File: src/rtl/sss_pkg.sv
// ---------------------------------------------------------------------------
// sss_pkg: shared types and constants for the SQL statement splitter
// Scanner modes, token classes, keyword tables and the event format that
// travels from the scanner to the result stage.
// ---------------------------------------------------------------------------
package sss_pkg;

  localparam int OFFSET_BITS_DEFAULT = 32;
  localparam int RESULT_W            = 32;
  localparam int QUEUE_DEPTH         = 4;

  typedef enum logic [1:0] {
    MODE_NORMAL,
    MODE_TOKEN,
    MODE_LINE,
    MODE_BLOCK
  } scan_mode_t;

  typedef enum logic [1:0] {
    PEND_NONE,
    PEND_DASH,
    PEND_SLASH,
    PEND_STAR
  } pend_kind_t;

  typedef enum logic [1:0] {
    TOK_NONE,
    TOK_IDENT,
    TOK_NUMBER,
    TOK_STRING
  } tok_class_t;

  typedef enum logic {
    KIND_STATEMENT = 1'b0,
    KIND_DONE      = 1'b1
  } result_kind_t;

  localparam logic [6:0] CH_NL    = 7'h0a;
  localparam logic [6:0] CH_SPACE = 7'h20;
  localparam logic [6:0] CH_DQ    = 7'h22;
  localparam logic [6:0] CH_SQ    = 7'h27;
  localparam logic [6:0] CH_STAR  = 7'h2a;
  localparam logic [6:0] CH_DASH  = 7'h2d;
  localparam logic [6:0] CH_SLASH = 7'h2f;
  localparam logic [6:0] CH_SEMI  = 7'h3b;

  // One scanned byte's worth of results: an optional statement and an
  // optional end-of-script marker, in that order.
  typedef struct packed {
    logic                has_stmt;
    logic [RESULT_W-1:0] start;
    logic [RESULT_W-1:0] len;
    logic                semi;
    logic                has_done;
  } sss_event_t;

  function automatic logic [6:0] kw_begin_char(input logic [2:0] p);
    logic [6:0] c;
    unique case (p)
      3'd0:    c = 7'h62;  // b
      3'd1:    c = 7'h65;  // e
      3'd2:    c = 7'h67;  // g
      3'd3:    c = 7'h69;  // i
      3'd4:    c = 7'h6e;  // n
      default: c = 7'h00;
    endcase
    return c;
  endfunction

  function automatic logic [6:0] kw_end_char(input logic [2:0] p);
    logic [6:0] c;
    unique case (p)
      3'd0:    c = 7'h65;  // e
      3'd1:    c = 7'h6e;  // n
      3'd2:    c = 7'h64;  // d
      default: c = 7'h00;
    endcase
    return c;
  endfunction

endpackage

File: src/rtl/sss_stream_if.sv
// ---------------------------------------------------------------------------
// sss_in_if / sss_out_if: valid/ready channels of the statement splitter
// Input carries script bytes; output carries statement and done results.
// ---------------------------------------------------------------------------
interface sss_in_if;
  logic       valid;
  logic       ready;
  logic [7:0] script_byte;
  logic       last_byte;

  modport source (output valid, output script_byte, output last_byte, input ready);
  modport sink   (input valid, input script_byte, input last_byte, output ready);
endinterface

interface sss_out_if;
  logic        valid;
  logic        ready;
  logic        result_kind;
  logic [31:0] start_offset;
  logic [31:0] stmt_length;
  logic        ended_by_semicolon;
  logic        last_result;

  modport source (output valid, output result_kind, output start_offset,
                  output stmt_length, output ended_by_semicolon,
                  output last_result, input ready);
  modport sink   (input valid, input result_kind, input start_offset,
                  input stmt_length, input ended_by_semicolon,
                  input last_result, output ready);
endinterface

File: src/rtl/sss_front.sv
// ---------------------------------------------------------------------------
// sss_front: byte scanner
// Classifies each byte, tracks comments, strings, tokens and begin/end
// blocks, and pushes one event per byte that yields results.
// ---------------------------------------------------------------------------
module sss_front #(
  parameter int OFFSET_BITS = sss_pkg::OFFSET_BITS_DEFAULT
) (
  input  logic               clk,
  input  logic               rst,
  sss_in_if.sink             script,
  input  logic               q_full,
  output logic               q_push,
  output sss_pkg::sss_event_t q_data
);
  import sss_pkg::*;

  scan_mode_t             mode, mode_next;
  pend_kind_t             pend, pend_next;
  tok_class_t             tok, tok_next;
  logic                   dq, dq_next;
  logic [2:0]             kwp, kwp_next;
  logic [1:0]             kwc, kwc_next;
  logic                   in_blk, in_blk_next;
  logic                   st_open, st_open_next;
  logic [OFFSET_BITS-1:0] pos, pos_next;
  logic [OFFSET_BITS-1:0] st_pos, st_pos_next;

  logic                   accept;
  logic [6:0]             m, l;
  logic                   do_fresh;
  logic                   is_space, is_digit, is_alpha;
  logic [6:0]             follow;
  scan_mode_t             into;
  sss_event_t             ev;

  assign script.ready = !q_full;
  assign accept       = script.valid && !q_full;
  assign m            = script.script_byte[6:0];
  assign l            = (m >= 7'h41 && m <= 7'h5a) ? m + 7'd32 : m;
  assign is_space     = (m >= 7'd9 && m <= 7'd13) || m == CH_SPACE;
  assign is_digit     = m >= 7'h30 && m <= 7'h39;
  assign is_alpha     = (m >= 7'h41 && m <= 7'h5a) || (m >= 7'h61 && m <= 7'h7a) ||
                        m == 7'h5f;

  always_comb begin
    mode_next    = mode;
    pend_next    = pend;
    tok_next     = tok;
    dq_next      = dq;
    kwp_next     = kwp;
    kwc_next     = kwc;
    in_blk_next  = in_blk;
    st_open_next = st_open;
    st_pos_next  = st_pos;
    pos_next     = pos + 1'b1;
    do_fresh     = 1'b0;
    follow       = (pend == PEND_DASH) ? CH_DASH : CH_STAR;
    into         = (pend == PEND_DASH) ? MODE_LINE : MODE_BLOCK;
    ev           = '0;

    unique case (mode)
      MODE_NORMAL: begin
        pend_next = PEND_NONE;
        if (pend == PEND_DASH || pend == PEND_SLASH) begin
          if (m == follow) begin
            mode_next = into;
          end else begin
            // lone '-' or '/' becomes a one-byte token at the previous offset
            if (!st_open_next) begin
              st_open_next = 1'b1;
              st_pos_next  = pos - 1'b1;
            end
            do_fresh = 1'b1;
          end
        end else begin
          do_fresh = 1'b1;
        end
      end
      MODE_TOKEN: begin
        unique case (tok)
          TOK_IDENT: begin
            if (is_alpha || is_digit) begin
              if (kwp >= 3'd5 || l != kw_begin_char(kwp)) kwc_next[0] = 1'b0;
              if (kwp >= 3'd3 || l != kw_end_char(kwp))   kwc_next[1] = 1'b0;
              if (kwp < 3'd7) kwp_next = kwp + 3'd1;
            end else begin
              if (kwc[0] && kwp == 3'd5)      in_blk_next = 1'b1;
              else if (kwc[1] && kwp == 3'd3) in_blk_next = 1'b0;
              do_fresh = 1'b1;
            end
          end
          TOK_NUMBER: begin
            if (!is_digit) do_fresh = 1'b1;
          end
          TOK_STRING: begin
            if (m == (dq ? CH_DQ : CH_SQ)) begin
              mode_next = MODE_NORMAL;
              tok_next  = TOK_NONE;
            end
          end
          TOK_NONE: do_fresh = 1'b1;
        endcase
      end
      MODE_LINE: begin
        if (m == CH_NL) mode_next = MODE_NORMAL;
      end
      MODE_BLOCK: begin
        if (pend == PEND_STAR && m == CH_SLASH) begin
          mode_next = MODE_NORMAL;
          pend_next = PEND_NONE;
        end else begin
          pend_next = (m == CH_STAR) ? PEND_STAR : PEND_NONE;
        end
      end
    endcase

    // byte met between tokens
    if (do_fresh) begin
      mode_next = MODE_NORMAL;
      tok_next  = TOK_NONE;
      if (is_space) begin
        // skipped
      end else if (m == CH_DASH) begin
        pend_next = PEND_DASH;
      end else if (m == CH_SLASH) begin
        pend_next = PEND_SLASH;
      end else begin
        if (!st_open_next) begin
          st_open_next = 1'b1;
          st_pos_next  = pos;
        end
        if (is_alpha) begin
          mode_next = MODE_TOKEN;
          tok_next  = TOK_IDENT;
          kwc_next  = {l == kw_end_char(3'd0), l == kw_begin_char(3'd0)};
          kwp_next  = 3'd1;
        end else if (is_digit) begin
          mode_next = MODE_TOKEN;
          tok_next  = TOK_NUMBER;
        end else if (m == CH_DQ || m == CH_SQ) begin
          mode_next = MODE_TOKEN;
          tok_next  = TOK_STRING;
          dq_next   = (m == CH_DQ);
        end else if (m == CH_SEMI && !in_blk_next) begin
          ev.has_stmt  = 1'b1;
          ev.start     = RESULT_W'(st_pos_next);
          ev.len       = RESULT_W'(pos + 1'b1 - st_pos_next);
          ev.semi      = 1'b1;
          st_open_next = 1'b0;
        end
      end
    end

    // end of script: flush pending token, open statement, then done
    if (script.last_byte) begin
      if (mode_next == MODE_NORMAL &&
          (pend_next == PEND_DASH || pend_next == PEND_SLASH) && !st_open_next) begin
        st_open_next = 1'b1;
        st_pos_next  = pos;
      end
      if (st_open_next) begin
        ev.has_stmt = 1'b1;
        ev.start    = RESULT_W'(st_pos_next);
        ev.len      = RESULT_W'(pos + 1'b1 - st_pos_next);
        ev.semi     = 1'b0;
      end
      ev.has_done  = 1'b1;
      mode_next    = MODE_NORMAL;
      pend_next    = PEND_NONE;
      tok_next     = TOK_NONE;
      dq_next      = 1'b0;
      kwp_next     = 3'd0;
      kwc_next     = 2'b11;
      in_blk_next  = 1'b0;
      st_open_next = 1'b0;
      st_pos_next  = '0;
      pos_next     = '0;
    end
  end

  assign q_push = accept && (ev.has_stmt || ev.has_done);
  assign q_data = ev;

  always_ff @(posedge clk) begin
    if (rst) begin
      mode    <= MODE_NORMAL;
      pend    <= PEND_NONE;
      tok     <= TOK_NONE;
      dq      <= 1'b0;
      kwp     <= 3'd0;
      kwc     <= 2'b11;
      in_blk  <= 1'b0;
      st_open <= 1'b0;
      pos     <= '0;
      st_pos  <= '0;
    end else if (accept) begin
      mode    <= mode_next;
      pend    <= pend_next;
      tok     <= tok_next;
      dq      <= dq_next;
      kwp     <= kwp_next;
      kwc     <= kwc_next;
      in_blk  <= in_blk_next;
      st_open <= st_open_next;
      pos     <= pos_next;
      st_pos  <= st_pos_next;
    end
  end

endmodule

File: src/rtl/sss_queue.sv
// ---------------------------------------------------------------------------
// sss_queue: event queue between scanner and result stage
// Small register FIFO; full and empty come straight from a count register.
// ---------------------------------------------------------------------------
module sss_queue (
  input  logic                clk,
  input  logic                rst,
  input  logic                push,
  input  sss_pkg::sss_event_t push_data,
  output logic                full,
  input  logic                pop,
  output sss_pkg::sss_event_t pop_data,
  output logic                not_empty
);
  import sss_pkg::*;

  localparam int PTR_W = $clog2(QUEUE_DEPTH);
  localparam int CNT_W = $clog2(QUEUE_DEPTH + 1);

  sss_event_t       mem [QUEUE_DEPTH];
  logic [PTR_W-1:0] wr_ptr, rd_ptr;
  logic [CNT_W-1:0] count;
  logic             do_push, do_pop;

  assign full      = count == CNT_W'(QUEUE_DEPTH);
  assign not_empty = count != '0;
  assign do_push   = push && !full;
  assign do_pop    = pop && not_empty;
  assign pop_data  = mem[rd_ptr];

  always_ff @(posedge clk) begin
    if (do_push) mem[wr_ptr] <= push_data;
  end

  always_ff @(posedge clk) begin
    if (rst) begin
      wr_ptr <= '0;
      rd_ptr <= '0;
      count  <= '0;
    end else begin
      if (do_push) wr_ptr <= (wr_ptr == PTR_W'(QUEUE_DEPTH - 1)) ? '0 : wr_ptr + 1'b1;
      if (do_pop)  rd_ptr <= (rd_ptr == PTR_W'(QUEUE_DEPTH - 1)) ? '0 : rd_ptr + 1'b1;
      unique case ({do_push, do_pop})
        2'b10:   count <= count + 1'b1;
        2'b01:   count <= count - 1'b1;
        default: count <= count;
      endcase
    end
  end

endmodule

File: src/rtl/sss_back.sv
// ---------------------------------------------------------------------------
// sss_back: result stage
// Holds one event in an output register and emits its statement result,
// then its done result, one transfer each.
// ---------------------------------------------------------------------------
module sss_back (
  input  logic                clk,
  input  logic                rst,
  input  logic                q_valid,
  input  sss_pkg::sss_event_t q_data,
  output logic                q_pop,
  sss_out_if.source           result
);
  import sss_pkg::*;

  sss_event_t cur;
  logic       stmt_pend, done_pend;
  logic       busy, xfer, drained;

  assign busy    = stmt_pend || done_pend;
  assign xfer    = busy && result.ready;
  assign drained = !busy || (xfer && !(stmt_pend && done_pend));
  assign q_pop   = q_valid && drained;

  assign result.valid              = busy;
  assign result.result_kind        = stmt_pend ? KIND_STATEMENT : KIND_DONE;
  assign result.start_offset       = stmt_pend ? cur.start : '0;
  assign result.stmt_length        = stmt_pend ? cur.len : '0;
  assign result.ended_by_semicolon = stmt_pend && cur.semi;
  assign result.last_result        = !stmt_pend && done_pend;

  always_ff @(posedge clk) begin
    if (q_pop) cur <= q_data;
  end

  always_ff @(posedge clk) begin
    if (rst) begin
      stmt_pend <= 1'b0;
      done_pend <= 1'b0;
    end else if (q_pop) begin
      stmt_pend <= q_data.has_stmt;
      done_pend <= q_data.has_done;
    end else if (xfer) begin
      if (stmt_pend) stmt_pend <= 1'b0;
      else           done_pend <= 1'b0;
    end
  end

endmodule

File: src/rtl/sql_statement_splitter_unit.sv
// ---------------------------------------------------------------------------
// sql_statement_splitter_unit: SQL script statement splitter
// Splits a byte stream into statements at ';' outside begin/end blocks,
// skipping whitespace, comments and quoted strings between tokens.
// ---------------------------------------------------------------------------
//
//  channel  dir  handshake      payload
//  script   in   valid/ready    script_byte[7:0], last_byte
//  result   out  valid/ready    result_kind, start_offset[31:0],
//                               stmt_length[31:0], ended_by_semicolon,
//                               last_result
//
//  One byte per cycle: the scanner updates its state in the cycle of the
//  transfer. A byte yields zero, one or two results; the output register
//  sends one per cycle while result.ready is high, so a final byte that
//  closes a statement needs two transfers, absorbed by the event queue.
//  rst (synchronous) returns the scanner to offset 0 and empties the queue.
//  script.ready drops only while the event queue is full; the result side
//  may stall freely without losing results.
//
module sql_statement_splitter_unit #(
  parameter int OFFSET_BITS = sss_pkg::OFFSET_BITS_DEFAULT
) (
  input  logic      clk,
  input  logic      rst,
  sss_in_if.sink    script,
  sss_out_if.source result
);
  import sss_pkg::*;

  // scanner -> queue
  sss_event_t push_data;
  logic       push;
  logic       full;

  // queue -> result stage
  sss_event_t pop_data;
  logic       pop;
  logic       not_empty;

  // Front: one byte per transfer, emits an event when a statement closes
  // or the script ends.
  sss_front #(
    .OFFSET_BITS(OFFSET_BITS)
  ) u_front (
    .clk    (clk),
    .rst    (rst),
    .script (script),
    .q_full (full),
    .q_push (push),
    .q_data (push_data)
  );

  // Queue decouples scanner stalls from result-side stalls.
  sss_queue u_queue (
    .clk       (clk),
    .rst       (rst),
    .push      (push),
    .push_data (push_data),
    .full      (full),
    .pop       (pop),
    .pop_data  (pop_data),
    .not_empty (not_empty)
  );

  // Back: expands each event into its statement and done results.
  sss_back u_back (
    .clk     (clk),
    .rst     (rst),
    .q_valid (not_empty),
    .q_data  (pop_data),
    .q_pop   (pop),
    .result  (result)
  );

endmodule

File: src/flat_wrapper.sv
// flat-port wrapper written by rule: the top's interface ports become plain ports
module sql_statement_splitter_unit_flat import sss_pkg::*;
#(
  parameter int OFFSET_BITS = sss_pkg::OFFSET_BITS_DEFAULT
)
  (clk, rst, script_valid, script_script_byte, script_last_byte, script_ready, result_valid, result_result_kind, result_start_offset, result_stmt_length, result_ended_by_semicolon, result_last_result, result_ready);
  sss_in_if script_i ();
  sss_out_if result_i ();
  input  logic clk;
  input  logic rst;
  input wire logic [$bits(script_i.valid)-1:0] script_valid;
  input wire logic [$bits(script_i.script_byte)-1:0] script_script_byte;
  input wire logic [$bits(script_i.last_byte)-1:0] script_last_byte;
  output wire logic [$bits(script_i.ready)-1:0] script_ready;
  output wire logic [$bits(result_i.valid)-1:0] result_valid;
  output wire logic [$bits(result_i.result_kind)-1:0] result_result_kind;
  output wire logic [$bits(result_i.start_offset)-1:0] result_start_offset;
  output wire logic [$bits(result_i.stmt_length)-1:0] result_stmt_length;
  output wire logic [$bits(result_i.ended_by_semicolon)-1:0] result_ended_by_semicolon;
  output wire logic [$bits(result_i.last_result)-1:0] result_last_result;
  input wire logic [$bits(result_i.ready)-1:0] result_ready;
  assign script_i.valid = script_valid;
  assign script_i.script_byte = script_script_byte;
  assign script_i.last_byte = script_last_byte;
  assign script_ready = script_i.ready;
  assign result_valid = result_i.valid;
  assign result_result_kind = result_i.result_kind;
  assign result_start_offset = result_i.start_offset;
  assign result_stmt_length = result_i.stmt_length;
  assign result_ended_by_semicolon = result_i.ended_by_semicolon;
  assign result_last_result = result_i.last_result;
  assign result_i.ready = result_ready;
  sql_statement_splitter_unit #(.OFFSET_BITS(OFFSET_BITS)) u_core (.clk(clk), .rst(rst), .script(script_i), .result(result_i));
endmodule
File: config.mk
export PLATFORM = sky130hd
export DESIGN_NAME = sql_statement_splitter_unit_flat
export DESIGN_NICKNAME = d
export VERILOG_FILES = /design/src/rtl/sss_pkg.sv /design/src/rtl/sss_stream_if.sv /design/src/rtl/sss_front.sv /design/src/rtl/sss_queue.sv /design/src/rtl/sss_back.sv /design/src/rtl/sql_statement_splitter_unit.sv /design/src/flat_wrapper.sv
export SDC_FILE = /design/constraint.sdc
export NUM_CORES = 1
export LEC_CHECK = 0
export BUFFER_PORTS_ARGS = -buffer_cell sky130_fd_sc_hd__buf_4
export CAP_MARGIN = 20
export CORE_ASPECT_RATIO = 0.7
export CORE_MARGIN = 2
export CORE_UTILIZATION = 38
export DETAILED_ROUTE_END_ITERATION = 10
export GPL_TIMING_DRIVEN = 0
export HOLD_SLACK_MARGIN = 0.12
export PLACE_DENSITY_LB_ADDON = 0.05
export SYNTH_ARGS = -nofsm -noshare
export SYNTH_HDL_FRONTEND = slang
export SYNTH_SLANG_ARGS = --single-unit
File: constraint.sdc
create_clock -name clk -period 20.5 [get_ports clk]
set_clock_uncertainty 0.1 [all_clocks]
set_input_delay 0 -clock clk [delete_from_list [all_inputs] [get_ports clk]]
set_output_delay 0 -clock clk [all_outputs]
set_load 0.01 [all_outputs]
# Word level (Yosys, flattened, before mapping)
# Memory sizes are Yosys's and may differ from the RTL's. A register that Yosys moved wholly into a read port is not among the register bits.
# Cells that the tools add are included.
[totals]
out_inout_bits = 69
wordCells = 278
reg_bits = 152
memories = 1
mem_bits_rw = 268
[op_classes]
reduce_logical = 53
n_lt_le_gt_ge = 11
n_addsub = 10
mux = 143
n_eq_ne = 42
[memory_table]
columns = ["memory", "words", "width", "read_ports", "rd_clocked_by_memory_dff", "write_ports", "line_no", "source"]
rows = [
  ["u_core.u_queue.mem", 4, 67, 1, 1, 1, "sss_queue.sv:20", "sss_event_t mem [QUEUE_DEPTH];"],
]
[op_table]
columns = ["op", "n"]
rows = [
  ["$mux 32", 19],
  ["$mux 66", 9],
  ["$mux 2", 39],
  ["$mux 67", 1],
  ["$sub 32x32->32", 2],
  ["$eq 7x6->1 const B", 7],
  ["$mux 1", 49],
  ["$mux 7", 7],
  ["$mux 3", 12],
  ["$pmux 7 s5", 1],
  ["$add 32x1->32 const B", 1],
  ["$sub 32x1->32 const B", 1],
  ["$eq 7x7->1 const B", 3],
  ["$pmux 7 s3", 1],
  ["$eq 2x2->1 const B", 10],
  ["$logic_and 1x1->1", 20],
  ["$eq 7x6->1", 2],
  ["$ge 7x7->1 const B", 2],
  ["$le 7x7->1 const B", 2],
  ["$ne 7x7->1", 2],
  ["$logic_or 1x1->1", 12],
  ["$reduce_bool 3->1", 4],
  ["$eq 2x1->1 const B", 5],
  ["$ne 2x2->1 const B", 5],
  ["other kinds (28)", 43],
]

# Logic depth before layout (Yosys ltp)
# Gate-level depths: netlist (run 1).
[depth]
depth_word = 30
mapped_depth = 33
ltp_nobuf = 29

# By module
# Synthesis (run 1) repeated with hierarchy kept, for this count alone.
[hier_totals]
hier_cells = 2235
hier_area_um2 = 24180.7
[by_module_without_submodules]
columns = ["mod", "cells_per_inst", "instances", "seq_area_each_um2", "area_each_um2"]
rows = [
  ["sss_front", 1679, 1, 1561.5, 11458.5],
  ["sss_queue", 404, 1, 8227.9, 10199.8],
  ["sss_back", 152, 1, 1991.9, 2522.4],
]

# Worst setup path before layout (run 1)
# No wires, ideal clock.
[synth_timing]
kind = "reg2reg"
start = "register u_core.u_front.pend[1]"
end = "memory u_core.u_queue.mem[0][31] (netlist bit) (data pin)"
setup_slack_ps = 13877
required_ps = 20174
path_stages_with_launch = 29
arrival_ps = 6297
n_path_buf = 4
path_cell_list = "dfxtp_1 > inv_1 > ha_1 > or4b_1 > a211oi_1 > o32a_1 > o31ai_1 > o2111ai_1 > a2111oi_4 > o21ai_2 > buf_4 > buf_2 > buf_1 > buf_1 > mux2i_1 > ha_1 > a21oi_1 > a21oi_1 > o21a_1 > o211ai_1 > maj3_1 > a21oi_1 > o311ai_1 > and2_4 > a21oi_4 > a311oi_2 > a2111oi_2 > o31a_1 > o32ai_1"
[synth_lines]
columns = ["item", "line_no", "source"]
rows = [
  ["from (decl)", "sss_front.sv:19", "pend_kind_t pend, pend_next;"],
  ["from (signal assigned)", "sss_front.sv:199", "pend <= pend_next;"],
  ["to (decl)", "sss_queue.sv:20", ""],
]

==> results.sh, run 1 <==
export IMPL_clock_power_share_pct=31.1
export IMPL_ys_seq_elements=422
export IMPL_syn_nets=2214
export IMPL_filler_cell_count=5805
export IMPL_pwr_share_seq_pct=41.0
export IMPL_clockBufferDepth=3
export IMPL_timing_final_crit_share_pct=46.5
export IMPL_drt_vias_per_instance=5.73
export IMPL_max_slew_margin_pct=18.8
export IMPL_seq_area_frac_synth_pct=50.3
export IMPL_largest_net_degree_at_the_start_of_global_routing=38
export IMPL_antenna_found_initial=1
export IMPL_synth_ff_type="edfxtp_1"
export IMPL_worst_reg2reg_path_length_in_cells=28
export IMPL_cts_hold_repair_buffers=11
export IMPL_worst_path_max_delay_cell="buf_1"
export IMPL_whs_endpoint="u_core.u_back.stmt_pend"
export IMPL_achievable_frequency_mhz=105
export IMPL_die_w_um=301
export IMPL_power_net_switching_mw=0.837
export IMPL_critical_path_endpoint_type="register"
export IMPL_timing_setup_tns_ns=0
export IMPL_synth_compound_area_share_pct=14.2
export IMPL_drt_wl_total_mm=75.9
export IMPL_grt_pass1_wl_mm=112
export IMPL_synthesis_instances=2130
export IMPL_nets=2359
export IMPL_rr_startpoint="u_core.u_front.pend[1]"
export IMPL_post_route_min_period_ns=9.53
export IMPL_power_density_mw_per_mm2=100
export IMPL_post_cts_setup_buffers=0
export IMPL_leakagePower_nw=9.62
export IMPL_synth_top_family_by_area="compound AO/OA/AOI/OAI gates"
export IMPL_global_route_usage_total_pct=23.7
export IMPL_drt_pre_antenna_iters=6
export IMPL_clock_tree_root_cell="clkbuf_16"
export IMPL_total_cts_buffers=44
export IMPL_crit_path_max_incr_delay_ns=0.57
export IMPL_synth_edf_count=333
export IMPL_place_congestion=0.950
export IMPL_die_height_um=212
export IMPL_synthToLayoutAreaGrowth_pct=14.9
export IMPL_post_cts_resized_instances=0
export IMPL_yosys_mux_area_fraction_pct=8.77
export IMPL_drv_cap=0
export IMPL_detail_route_wl_per_cell_um=24.2
export IMPL_drt_initial_drc_count=1783
export IMPL_io_buffer_count=75
export IMPL_synth_area_mm2=0.0234
export IMPL_clock_tree_htree_level_count=2
export IMPL_maxSlewViolCount=0
export IMPL_internal_power_mw=1.85
export IMPL_drt_drc_violations_left=0
export IMPL_rows=76
export IMPL_starting_density_of_the_core_pct=38.2
export IMPL_most_frequent_cell_on_the_critical_path="a21oi_1"
export IMPL_worst_r2r_endpoint="u_core.u_queue.mem[1][32]"
export IMPL_total_via_count_after_detailed_routing=17932
export IMPL_crit_path_start_kind="register"
export IMPL_postLayoutCoreUtil_pct=43.9
export IMPL_fp_dieArea_mm2=0.0636
export IMPL_hold_path_class="primary input to register"
export IMPL_synth_simple_gate_area_share_pct=13.8
export IMPL_timing_worst_setup_path_type="register to register"
export IMPL_synth_lib_cells_used_distinct=100
export IMPL_post_place_cells=3036
export IMPL_clock_insertion_delay_worst_skew_ns=0.59
export IMPL_antenna_diode_count=0
export IMPL_run_status="finished, final reports clean"
export IMPL_async_flop_share_pct=0
export IMPL_drt_antenna_violating_nets=0
export IMPL_tritoncts="yes"
export IMPL_yosysWarningCount=0
export IMPL_stdcell_count=3129
export IMPL_vias_in_the_first_global_route=17185
export IMPL_holdPathStages=4
export IMPL_grt_remaining_overflow=0
export IMPL_synth_xor_area_share_pct=5.00
export IMPL_cts_sinks=422
export IMPL_timing_worst_slew_pin_value_ns=1.22
export IMPL_pwr_share_comb_pct=27.9
export IMPL_floorplan_core_area_mm2=0.0612
export IMPL_finalSetupViolations=0
export IMPL_timing_hold_worst_start="result_ready"
export IMPL_place_hpwl_mm=55.5
export IMPL_cts_clk_slew_worst_paths_ns=0.07
export IMPL_critical_path_peak_fanout=10
export IMPL_ir_worst_vdd_v=0.0000671
export IMPL_syn_avg_cell_area_um2=11.0
export IMPL_fraction_of_layout_instances_using_a_drive_strength_above_1_pct=12.5
export IMPL_timing_critical_path_arrival_ns=9.68
export IMPL_regToRegSetupSlack_ns=10.97
export IMPL_switching_share_pct=31.1
export IMPL_final_hold_viol_count=0
export IMPL_timing_critical_path_required_ns=20.65
export IMPL_io_pins=82
export IMPL_rsz0062_at_grt="false"
export IMPL_arithmetic_cell_share_of_the_synthesized_area_counting_full_adders_half_adders_and_majority_gates_pct=4.54
==> how the worst max path moves through the flow <==
stage / startpoint / end / slack, ns / depth (start not counted)
after floorplan: u_core.u_front.pend[1] / u_core.u_queue.mem[0][31] / 13.88 / 28
after global placement: script_script_byte[6] / u_core.u_queue.mem[0][31] / 11.10 / 27
after detailed placement: u_core.u_front.pend[1] / u_core.u_queue.mem[0][32] / 11.19 / 28
after CTS: u_core.u_front.pend[1] / u_core.u_queue.mem[0][32] / 11.14 / 28
after global routing: u_core.u_front.pend[1] / u_core.u_queue.mem[1][32] / 10.38 / 28
final: u_core.u_front.pend[1] / u_core.u_queue.mem[1][32] / 10.97 / 28
==> registers in the layout, summed over array words and instances (netlist names), 3 cells and up, named ones only <==
name,cells
u_core.u_queue.mem,268
u_core.u_back.cur,65
u_core.u_front.pos,32
u_core.u_front.st_pos,32
u_core.u_front.kwp,3
u_core.u_queue.count,3
==> cells in the mapped netlist, types with 62 or more instances <==
master    number  share of area (%)
edfxtp_1     333                 43
inv_1         62               0.99
clkbuf_1     100                1.6
ha_1          68                3.6
dfxtp_1       89                7.6
and2_1        82                2.2
o21ai_0       91                1.9
nor2_1       224                3.6
a21oi_1      156                3.3
xnor2_1       88                3.3
nand2_1      128                2.1
mux4_2        68                6.5
==> area by class of cell <==
| cell class | instances | area [um2] | area share, % |
|---|---|---|---|
| Buffer | 139 | 559 | 2.08 |
| Tap cell | 819 | 1020 | 3.81 |
| Clock inverter | 32 | 338 | 1.26 |
| Timing Repair Buffer | 99 | 953 | 3.54 |
| Multi-Input combinational cell | 1506 | 10900 | 40.4 |
| Sequential cell | 422 | 11800 | 43.8 |
| Clock buffer | 49 | 1140 | 4.24 |
| Inverter | 63 | 236 | 0.879 |
==> placed cells by master, fill, tap and decap left out, types with 10 or more instances in the layout <==
| master | count |
|---|---|
| xnor2_1 | 88 |
| maj3_1 | 14 |
| clkinv_1 | 10 |
| dfxtp_1 | 89 |
| o22ai_1 | 52 |
| o211ai_1 | 12 |
| nor2_1 | 224 |
| a21o_1 | 22 |
| xor2_1 | 43 |
| or3_1 | 18 |
| a31oi_1 | 15 |
| ha_1 | 68 |
| nand3_1 | 53 |
| clkbuf_1 | 104 |
| edfxtp_1 | 333 |
| mux2i_1 | 42 |
| inv_1 | 62 |
| and3_1 | 19 |
| buf_1 | 25 |
| nand2_1 | 128 |
| a22oi_1 | 49 |
| nor3_1 | 34 |
| o21ai_0 | 91 |
| nor2b_1 | 13 |
| nor4_1 | 19 |
| and2_1 | 78 |
| clkbuf_16 | 45 |
| a21oi_1 | 155 |
| buf_4 | 78 |
| mux4_2 | 68 |
| dlygate4sd3_1 | 11 |
| o21a_1 | 12 |
==> power by group through the flow <==
stage | clock network [mW] | registers (mW) | logic, mW
2_1_floorplan | 0 | 1.12 | 0.460
3_3_place_gp | 0 | 1.15 | 0.706
3_5_place_dp | 0 | 1.12 | 0.751
4_1_cts | 0.860 | 1.11 | 0.755
5_1_grt | 0.889 | 1.11 | 0.812
6_report | 0.837 | 1.10 | 0.749
==> cell families (layout without fill, tap and decap cells) <==
family / after synthesis / in the layout
simple gates: 656 / 656
compound gates: 514 / 514
flops: 422 / 422
buf+inv: 202 / 382
xor+xnor: 132 / 132
mux: 118 / 118
fa+ha+maj: 86 / 86
==> per-stage QoR <==
step	power, mW	area [um2]	worst slack, ns	hold slack, ns
after floorplan	1.58	23400	13.88	-0.00113
after global placement	1.86	25000	11.10	0.163
after detailed placement	1.87	25300	11.19	0.164
after CTS	2.72	26900	11.14	0.187
after global routing	2.81	26900	10.38	0.241
final	2.69	26900	10.97	0.209
==> metal layers <==
layer / GRT usage [%] / share of wire (%) / up-vias / wire length (um)
met5: 0 / 0 / - / 0
met4: 6.18 / 2.1 / 0 / 1630
met3: 4.56 / 8.1 / 96 / 6180
met2: 34.5 / 42 / 726 / 32000
met1: 35.8 / 48 / 8832 / 36100
li1: - / - / 8278 / -
==> worst max-delay path: cells and delay by family, from the launching register on <==
family | cells | cell delay [ns]
AOI/OAI and AO/OA | 15 | 4.16
and+or+nand+nor | 4 | 1.23
xor gates and xnor gates | 1 | 0.32
DFF | 1 | 0.41
adders and majority gates | 2 | 0.63
buffers and inverters | 6 | 2.33
Power figures use the tool's default switching activity.
==> inputs of run 2 (changes only) <==
==> constraint.sdc (replaced) <==
create_clock -name clk -period 7.65 [get_ports clk]
set_clock_uncertainty 0.1 [all_clocks]
set_input_delay 0 -clock clk [delete_from_list [all_inputs] [get_ports clk]]
set_output_delay 0 -clock clk [all_outputs]
set_load 0.01 [all_outputs]
==> run 2 against run 1 <==
Compared with the run above:
- setup slack got worse by 11 ns
- clock-buffer cell count unchanged
- clock power increased to 2.7 times the previous value
- largest cell class unchanged
- register-to-register slack got worse by 11 ns
- global-route usage increased by 0.15 points
- routed wire length increased by 0.76%
- core utilization increased by 0.60 points
- die area unchanged
- critical path type unchanged
==> results.sh, run 2 (synthesis results as in run 1) <==
export IMPL_power_density_mw_per_mm2=266
export IMPL_detail_route_wl_per_cell_um=24.4
export IMPL_cts_sinks=422
export IMPL_postLayoutCoreUtil_pct=44.5
export IMPL_drt_vias_per_instance=5.75
export IMPL_regToRegSetupSlack_ns=0.24
export IMPL_synthToLayoutAreaGrowth_pct=16.5
export IMPL_stdcell_count=3134
export IMPL_final_hold_viol_count=0
export IMPL_rows=76
export IMPL_ir_worst_vdd_v=0.000180
export IMPL_timing_setup_tns_ns=0
export IMPL_timing_final_crit_share_pct=96.9
export IMPL_largest_register_ffs=268
export IMPL_clock_insertion_delay_worst_skew_ns=0.59
export IMPL_drt_antenna_violating_nets=0
export IMPL_filler_cell_count=5769
export IMPL_critical_path_endpoint_type="register"
export IMPL_maxSlewViolCount=0
export IMPL_drv_cap=0
export IMPL_finalSetupViolations=0
export IMPL_timing_critical_path_required_ns=7.87
export IMPL_cts_clk_slew_worst_paths_ns=0.07
export IMPL_place_hpwl_mm=55.5
export IMPL_total_cts_buffers=44
export IMPL_timing_worst_slew_pin_value_ns=1.26
export IMPL_floorplan_core_area_mm2=0.0612
export IMPL_final_common_cell="edfxtp_1"
export IMPL_post_route_min_period_ns=7.41
export IMPL_max_slew_margin_pct=16.0
export IMPL_fp_dieArea_mm2=0.0636
export IMPL_dpl_cell_area_mm2=0.0253
export IMPL_clock_tree_htree_level_count=2
export IMPL_reg_top3="u_core.u_queue.mem (268), u_core.u_back.cur (65)"
export IMPL_critical_path_peak_fanout=10
export IMPL_timing_critical_path_arrival_ns=7.63
export IMPL_drt_drc_violations_left=0
export IMPL_antenna_diode_count=0
export IMPL_clock_tree_root_cell="clkbuf_16"
export IMPL_post_route_worst_setup_slack_ns=0.239
export IMPL_timing_worst_setup_path_type="register to register"
export IMPL_die_height_um=212
export IMPL_final_cell_area_mm2=0.0273
export IMPL_run_status="finished, final reports clean"
export IMPL_grt_remaining_overflow=0
export IMPL_starting_density_of_the_core_pct=38.2
export IMPL_leakagePower_nw=9.74
export IMPL_final_hold_worst_slack_ns=0.176
export IMPL_nets=2364
export IMPL_io_pins=82
export IMPL_design_power_total_mw=7.26
export IMPL_most_common_layout_cells="edfxtp_1, nor2_1, a21oi_1"
export IMPL_achievable_frequency_mhz=135
export IMPL_die_w_um=301
export IMPL_drt_wl_total_mm=76.4
export IMPL_detailedPlace_worstSlack_ns=-1.66
export IMPL_fraction_of_layout_instances_using_a_drive_strength_above_1_pct=15.0
export IMPL_place_congestion=0.950
export IMPL_clockBufferDepth=3
export IMPL_vias_in_the_first_global_route=17307
export IMPL_grt_pass1_wl_mm=113
export IMPL_largest_net_degree_at_the_start_of_global_routing=38
export IMPL_antenna_found_initial=1
export IMPL_hold_path_class="primary input to register"
export IMPL_drt_pre_antenna_iters=5
export IMPL_tritoncts="yes"
export IMPL_drt_initial_drc_count=1712
export IMPL_global_route_usage_total_pct=23.8
export IMPL_max_flop_register="u_core.u_queue.mem"
export IMPL_post_place_cells=3036
export IMPL_total_via_count_after_detailed_routing=18012
export IMPL_crit_path_start_kind="register"
export IMPL_io_buffer_count=75
[run 2: critical path, stage by stage, from the launching register on]
cell	delay [ns]
dfxtp_2	0.37
inv_1	0.05
ha_1	0.31
nand2b_1	0.33
or3_1	0.38
buf_2	0.21
nand2b_1	0.09
buf_2	0.34
a21oi_4	0.11
o21ai_2	0.24
buf_4	0.28
buf_2	0.29
buf_6	0.26
buf_4	0.24
mux2i_1	0.35
ha_1	0.32
a21oi_2	0.25
o21ai_0	0.13
o211ai_1	0.25
maj3_1	0.35
a21oi_2	0.10
o311ai_1	0.24
and2_4	0.25
a21oi_4	0.10
a311oi_4	0.48
nor2_1	0.10
xnor2_1	0.16
o22ai_1	0.42
[run 2: final cells by class]
type	count	area, um2	share of cell area (%)
buffer	137	593	2.18
inverter	63	236	0.867
timing repair buffer	106	1010	3.72
sequential	422	11800	43.2
clock buffer	49	1140	4.19
multi-input combinational	1506	11100	40.8
tap	819	1020	3.76
clock inverter	32	338	1.24
[run 2: what timing repair did]
action | in CTS | in global routing
setup endpoints to repair | 84 | 48
hold buffers | 9 | 0
pin swaps | 11 | 11
hold endpoints to repair | 102 | 0
buffers inserted | 5 | 4
gates resized for setup | 53 | 31
[run 2: path summary, 6_finish.rpt]
| path | to | cells after the start | start |
|---|---|---|---|
| worst min-delay path | u_core.u_front.pend[1] | 7 | script_script_byte[3] |
| worst min register to register | u_core.u_front.st_pos[12] | 2 | u_core.u_front.st_pos[12] |
| worst max-delay path | u_core.u_queue.mem[1][25] | 27 | u_core.u_front.pend[1] |
| worst max register to register | u_core.u_queue.mem[1][25] | 27 | u_core.u_front.pend[1] |
[run 2: routing by layer]
metal	share of wire, %	vias up	GRT usage (%)
met4	2.6	0	6.64
met3	8.0	117	4.87
met2	42	654	34.7
met1	48	8952	35.8
met5	0	-	0
li1	-	8289	-
[run 2: report_power, final]
group | total, mW | switching, mW | leakage, nW | internal (mW)
Sequential | 2.96 | 0.0758 | 3.85 | 2.88
Clock | 2.24 | 0.959 | 0.708 | 1.28
Combinational | 2.06 | 1.23 | 5.19 | 0.824
Total | 7.26 | 2.27 | 9.74 | 4.99
